===== src/sv/iis_pkg.sv =====
// Shared types and register codes for the integral image stream core.
package iis_pkg;

  // Width of one integral value and of the source pixel
  localparam int SumW = 32;
  localparam int PixW = 8;

  // Configuration register file
  localparam int DimW = 11;
  localparam int CfgIdxW = 2;

  typedef enum logic [CfgIdxW-1:0] {
    REG_IMAGE_WIDTH  = 2'd0,
    REG_IMAGE_HEIGHT = 2'd1
  } cfg_reg_t;

  // Position flags of one pixel, passed from the position tracker onward
  typedef struct packed {
    logic first_row;
    logic eor;
    logic eof;
  } pos_flags_t;

endpackage


===== src/sv/iis_position.sv =====
// Raster position tracker and running row sum for the incoming pixel.
module iis_position #(
  parameter int MAX_WIDTH  = 1024,
  parameter int MAX_HEIGHT = 1024,
  parameter int CW         = 10,
  parameter int RW         = 10
) (
  input  logic                     clk,
  input  logic                     rst,
  input  logic                     accept,
  input  logic [iis_pkg::PixW-1:0] pixel,
  input  logic [iis_pkg::DimW-1:0] image_width,
  input  logic [iis_pkg::DimW-1:0] image_height,
  output logic [CW-1:0]            col,
  output logic [iis_pkg::SumW-1:0] rowsum,
  output iis_pkg::pos_flags_t      flags
);

  logic [CW-1:0]            column_count;
  logic [RW-1:0]            row_count;
  logic [iis_pkg::SumW-1:0] row_running_sum;
  logic [CW:0]              w_eff;
  logic [RW:0]              h_eff;

  // Clamp the dimensions into 1..MAX
  always_comb begin
    if (image_width == '0) begin
      w_eff = (CW+1)'(1);
    end else if (32'(image_width) > 32'(MAX_WIDTH)) begin
      w_eff = (CW+1)'(MAX_WIDTH);
    end else begin
      w_eff = (CW+1)'(image_width);
    end
    if (image_height == '0) begin
      h_eff = (RW+1)'(1);
    end else if (32'(image_height) > 32'(MAX_HEIGHT)) begin
      h_eff = (RW+1)'(MAX_HEIGHT);
    end else begin
      h_eff = (RW+1)'(image_height);
    end
  end

  // Describe the current pixel
  always_comb begin
    col             = column_count;
    rowsum          = row_running_sum + iis_pkg::SumW'(pixel);
    flags.first_row = (row_count == '0);
    flags.eor       = ({1'b0, column_count} + (CW+1)'(1)) >= w_eff;
    flags.eof       = flags.eor && (({1'b0, row_count} + (RW+1)'(1)) >= h_eff);
  end

  // Advance the position on each accepted transaction
  always_ff @(posedge clk) begin
    if (rst) begin
      column_count    <= '0;
      row_count       <= '0;
      row_running_sum <= '0;
    end else if (accept) begin
      if (flags.eor) begin
        column_count    <= '0;
        row_running_sum <= '0;
        if (flags.eof) begin
          row_count <= '0;
        end else begin
          row_count <= row_count + RW'(1);
        end
      end else begin
        column_count    <= column_count + CW'(1);
        row_running_sum <= rowsum;
      end
    end
  end

endmodule


===== config.mk =====
export PLATFORM = sky130hd
export DESIGN_NAME = iis_position
export DESIGN_NICKNAME = d
export VERILOG_FILES = /design/src/sv/iis_pkg.sv /design/src/sv/iis_position.sv
export SDC_FILE = /design/constraint.sdc
export NUM_CORES = 1
export LEC_CHECK = 0
export BUFFER_PORTS_ARGS = -buffer_cell sky130_fd_sc_hd__buf_2
export CORE_ASPECT_RATIO = 1.2
export CORE_MARGIN = 2
export CORE_UTILIZATION = 57
export DETAILED_ROUTE_END_ITERATION = 7
export GPL_TIMING_DRIVEN = 0
export MAX_ROUTING_LAYER = met4
export PLACE_DENSITY_LB_ADDON = 0.15
export SLEW_MARGIN = 0
export SYNTH_ARGS = -nofsm -noshare
export SYNTH_HDL_FRONTEND = slang
export SYNTH_SLANG_ARGS = --single-unit

===== constraint.sdc =====
create_clock -name clk -period 3.5 [get_ports clk]
set_input_delay 0.175 -clock clk [delete_from_list [all_inputs] [get_ports clk]]
set_output_delay 0.175 -clock clk [all_outputs]
set_load 0.005 [all_outputs]

Word-level counts from Yosys, hierarchy flattened
Cells that the tools add are included.

Multiplexer cells: 7. Order comparisons: 4. Add/sub/neg operators: 5. Reduce and logical (&&, ||, !) cells: 5.

Operators by type and width (number): $mux W11 (4); $add A32 B8 Y32 (1); $mux W32 (1); $add A10 B1 Y11 const B (2); $ge A11 B11 Y1 (2); $gt A11 B11 Y1 const B (2); $logic_not A11 Y1 (2); $add A10 B1 Y10 const B (2); $mux W10 (2); $logic_not A10 Y1 (1); $reduce_and A2 Y1 (1); $logic_and A1 B1 Y1 (1).

Logic and storage cells: 24. Flip-flop bits (word level): 52. Input bits: 33.

Logic depth before layout (Yosys ltp)
Word-level depth: 6. Depth in mapped cells: 13. Gate-level depth less buffers: 12.

Worst setup path after synthesis
OpenSTA, ideal clock, no wires.

Path kind: register to register. Start point: reg column_count[2] (netlist: col[2]). End point: reg column_count[8] (netlist: col[8]). Arrival time: 2934 ps. Period minus slack after synthesis: 3008 ps. Data required time: 3426 ps. Setup slack: 492 ps. Stages on the path, launching flop included: 14. Cell sequence: dfxtp_1 > and3_1 > and3_1 > and3_1 > xor2_1 > ha_1 > and3_1 > a221oi_1 > o21ai_1 > a21oi_2 > buf_2 > buf_2 > nand4b_1 > a31oi_1.

Cells in the longest elaborated chain, start to end: 3. Elaborated cells between the ends (all ways): 4. Those cells by class: 2 x add/sub; 1 x order compare; 1 x mux.

RTL lines: start: declaration (RTL line iis_position.sv:19) `logic [CW-1:0] column_count;`; start signal: assignment (RTL line iis_position.sv:68) `column_count <= column_count + CW'(1);`; $add A10 B1 Y11 (RTL line iis_position.sv:48) `flags.eor = ({1'b0, column_count} + (CW+1)'(1)) >= w_eff;`; $ge A11 B11 Y1 (RTL line iis_position.sv:48); $mux W10 * (RTL line iis_position.sv:59) `if (flags.eor) begin`.

Mark *: on every way between the ends. The rest lies on a longest branch, timed or not. A chain may end at the register's enable or synchronous reset.

==> results.md <==
- The maximum ir drop on the vdd rail is between 0.15 and 0.2 mV.
- After synthesis, the share of flip-flops with an asynchronous set or reset is 0.
- The die is 97.3 µm tall.
- The maximum clock frequency is between 300 and 400 MHz.
- For this block, the routed nets add up to roughly 11 mm of wire.
- The width of the chip is roughly 80 µm.
- The number of vias in the routed layout is approximately 4200.
- The cell family contributing the most delay on the critical path is simple AND/OR/NAND/NOR gates.
- For the pin with the worst max-slew slack, the measured transition is approximately 0.71 ns.
- The final layout contains around 670 nets.
- The count of placed standard cells including taps is about 680.
- For the worst-skew pair, the clock arrives at the later sink with an insertion delay of ~0.32 ns.
- Once layout is complete, the utilization of the core stands at 0.672.
- For this design, the sink count on the clock tree is 52.
- The net count of the mapped netlist is just under 600.
- The clock-pin slew of the registers on the worst-case setup and hold paths is 0.10 ns.
- Synthesis produced 516 cells.
- The required time of the worst setup path is 3.32 ns.
- In this run the standard cell core region covers about 7100 µm².
- The final count of pins violating max slew is 0.
- The initial core utilization is 0.579.
- between 70 and 80 I/O pins were placed.
- The cell taking the most area after synthesis is dfxtp_1.
- The final number of hold-violating endpoints is 0.
- After detailed routing, the average wire length per cell comes to 15.4 µm.
- Together, buffers and inverters on the worst path number 2.
- Counting distinct cell types in the post-synthesis netlist gives 57.
- The CTS buffer count is 5.
- The clock tree buffer depth is 2.
- In the synthesized netlist the dominant register cell turns out to be dfxtp_1.
- Yosys printed 0 warnings.
- Before CTS, the worst setup slack after placement is -0.230 ns.
- The area growth from synthesis to layout is 16.1%.
- A synthesized cell averages between 8 and 9 µm².
- The congestion estimate from routability-driven global placement came to roughly 0.9.
- The number of global-route vias before repair is 3963.
- The most critical setup path has its startpoint at col[2]$_SDFFE_PP0P_.
- The worst hold path startpoint is pixel[0].
- The number of search-and-repair iterations in the first detailed-routing pass is 4.
- The worst setup path category is flip-flop to output port.
- In this run the register-to-register setup slack is between 0.15 and 0.2 ns.
- The final routed DRC violation total is 0.
- The TritonCTS clock tree is built.
- The critical path endpoint category is an output port.
- The leakage power summed over all cells is slightly above 2 nW.
- After legalization and detailed placement, the total HPWL measured between 8 and 9 mm.
- The standard-cell row count is 34.
- The initial detailed-routing violation count is approximately 210.
- Traced cell by cell, the critical path runs through and3_1 -> and3_4 -> and3_2 -> xor2_1 -> ha_1 -> and3_1 -> a221oi_2 -> o21ai_2 -> a21oi_2 -> buf_4 -> a31oi_1 -> buf_2.
- In this run, synthesis produced a sequential element count of 52.
- The antenna diode instance count is 0.
- The fraction of synthesized cell area taken by the top area cell type is 0.252.
- The endpoint identified for the worst register-to-register timing path is row_running_sum[28]$_SDFFE_PP0P_.
- Across the routed clock network, the largest skew measured is just under 0.01 ns.
- The critical register-to-register path startpoint is col[2]$_SDFFE_PP0P_.
- The largest individual stage delay along the critical path comes from the cell dfxtp_4.
- The worst pin sits at a relative slew slack of 0.519.
- In the global route stage, overall resource usage came out at 0.279.
- The final period utilization is 0.948.
- The clock tree root buffer cell is clkbuf_8.
- The total power is 1.40 mW.
- The number of cells traversed by the worst register-to-register path is 12.
- The run finished with clean final reports.
- Setup violations remaining at the end of the flow were counted as 0.
- The tool flagged a number of max-cap violations equal to 0.
- After layout, the worst setup slack is 0.183 ns.
- Setup repair after global routing left no endpoint under its margin.
- Yosys mapped a number of flops with a built-in enable equal to 0.
- The number of cells on the worst hold path is 4.
- The critical path data arrival time is 3.14 ns.
- The number of antenna violations at the first check in global routing is 0.
- The time the worst path needs with I/O delays and setup is between 3 and 4 ns.
- The via count normalized by instance count is approximately 6.
- The share of layout cells above drive strength 1 is 0.197.
- The remaining number of nets flagged by the antenna check after routing is 0.
- For this run, the register share of the synthesized area comes to 0.252.
- The first-pass GRT wire length is about 18 mm.
- The delay of the slowest cell on the worst path is around 0.40 ns.
- The worst-path maximum fanout is 19.
- The end point of the worst hold path is row_running_sum[0]$_SDFFE_PP0P_.
- The H-tree was split into 2 levels.
- For this design the ratio of total power to cell area is a little under 300 nW/µm².
- The total standard cell area after synthesis is ~4100 µm².
- Summed over all layers, the global routing overflow is 0.
- The filler cells instantiated in the layout total 652.
- The count of buffers inserted at the top-level ports is 75.
- The tightest min-delay check is of the input port to flip-flop type.
- The cell repeated most along the worst path is and3_1.
- By area the synthesized netlist is led by dfxtp_1, ha_1, xnor2_1.
- The die area is between 7000 and 8000 µm².
- The largest net degree at the start of global routing is 17.
- The critical path startpoint category is a flip-flop.
- The final non-filler cell total is 690.
worst max path at each step:
stage,end,slack (ns),cells after the start
after floorplan,col[8]$_SDFFE_PP0P_,0.49,13
after global placement,col[5]$_SDFFE_PP0P_,-0.16,13
after detailed placement,flags[0],-0.23,13
after CTS,flags[0],0.04,13
after global routing,row_count[4]$_SDFFE_PP0P_,0.01,12
final,flags[0],0.18,12
cell usage after synthesis (3+ instances only):
library cell / instances
dfxtp_1: 52
nand3_1: 52
nand2_1: 51
ha_1: 33
nand2b_1: 30
xnor2_1: 30
a31oi_1: 25
a21oi_1: 21
nor2_1: 19
and3_1: 15
xor2_1: 15
clkbuf_1: 14
inv_1: 14
nand3b_1: 10
nand4b_1: 10
o21ai_0: 9
or3_1: 9
a21o_1: 8
nand4_1: 8
o211ai_1: 8
buf_2: 7
nor4_1: 7
a22o_1: 6
nand4bb_1: 6
nor2b_1: 5
buf_1: 3
or2b_1: 3
or4_1: 3
or4_4: 3
placed cells by master (no fill, tap or decap), types with 6 or more instances in the layout:
cell type and count:
buf_2 80, nand2_1 51, nand3_1 50, dfxtp_1 49, ha_1 33, xnor2_1 30
nand2b_1 30, a31oi_1 24, a21oi_1 21, nor2_1 18, xor2_1 15, inv_1 14
and3_1 13, clkbuf_1 13, nand4b_1 10, nand3b_1 10, o21ai_0 9, or3_1 9
nand4_1 8, o211ai_1 8, a21o_1 8, nor4_1 7, a22o_1 6, nand4bb_1 6
sequential cells by signal, indices dropped and copies added (netlist names):
| register | count |
|---|---|
| row_running_sum | 32 |
| col | 10 |
| row_count | 10 |
metal layers:
metal	vias to the layer above	GRT usage	routed length [µm]
li1	2054	-	-
met1	1964	0.326	4390
met2	112	0.470	5480
met3	24	0.0437	521
met4	0	0.110	214
met5	-	-	0
final cells by class:
cell class              count  area [µm²]  share of cell area
repair buffers             78         398              0.0829
multi-input cells         423        2970               0.619
well taps                  90         113              0.0235
inverters                  16        60.1              0.0125
plain buffers              23        97.6              0.0203
clock inverters             3        42.5             0.00886
clock buffers               5        68.8              0.0143
flip-flops and latches     52        1050               0.218
worst min-delay path, cell delays in order:
cell	delay, ns
buf_2	0.08
ha_1	0.14
nand3_1	0.07
a21oi_1	0.14
power breakdown:
part	total [mW]	leakage (nW)	internal [mW]	switching, mW
clock network	0.438	0.0541	0.212	0.226
logic	0.337	1.58	0.143	0.194
registers	0.625	0.422	0.610	0.0148
through the flow:
step / cell area (µm²) / hold slack [ns] / setup TNS [ns]
2_1_floorplan: 4140 / 0.450 / 0
3_3_place_gp: 4620 / 0.459 / -3.06
3_5_place_dp: 4620 / 0.467 / -5.06
4_1_cts: 4770 / 0.313 / 0
5_1_grt: 4800 / 0.359 / 0
6_report: 4800 / 0.319 / 0
cell families after synthesis:
kind of cell,Yosys count,synth area share
buffers and inverters,41,0.0396
and+or+nand+nor,245,0.345
DFF,52,0.252
AOI/OAI and AO/OA,99,0.164
adders and majority gates,34,0.105
xor gates and xnor gates,45,0.0953
what timing repair did:
action | 4_1_cts | 5_1_grt
pin swaps | 1 | 1
resized for setup | 7 | 9
endpoints found under the hold margin | 0 | 0
hold buffers | 0 | 0
setup buffers | 2 | 1
endpoints found under the setup margin | 34 | 19
Note: power is estimated with default switching activity, not from simulation.
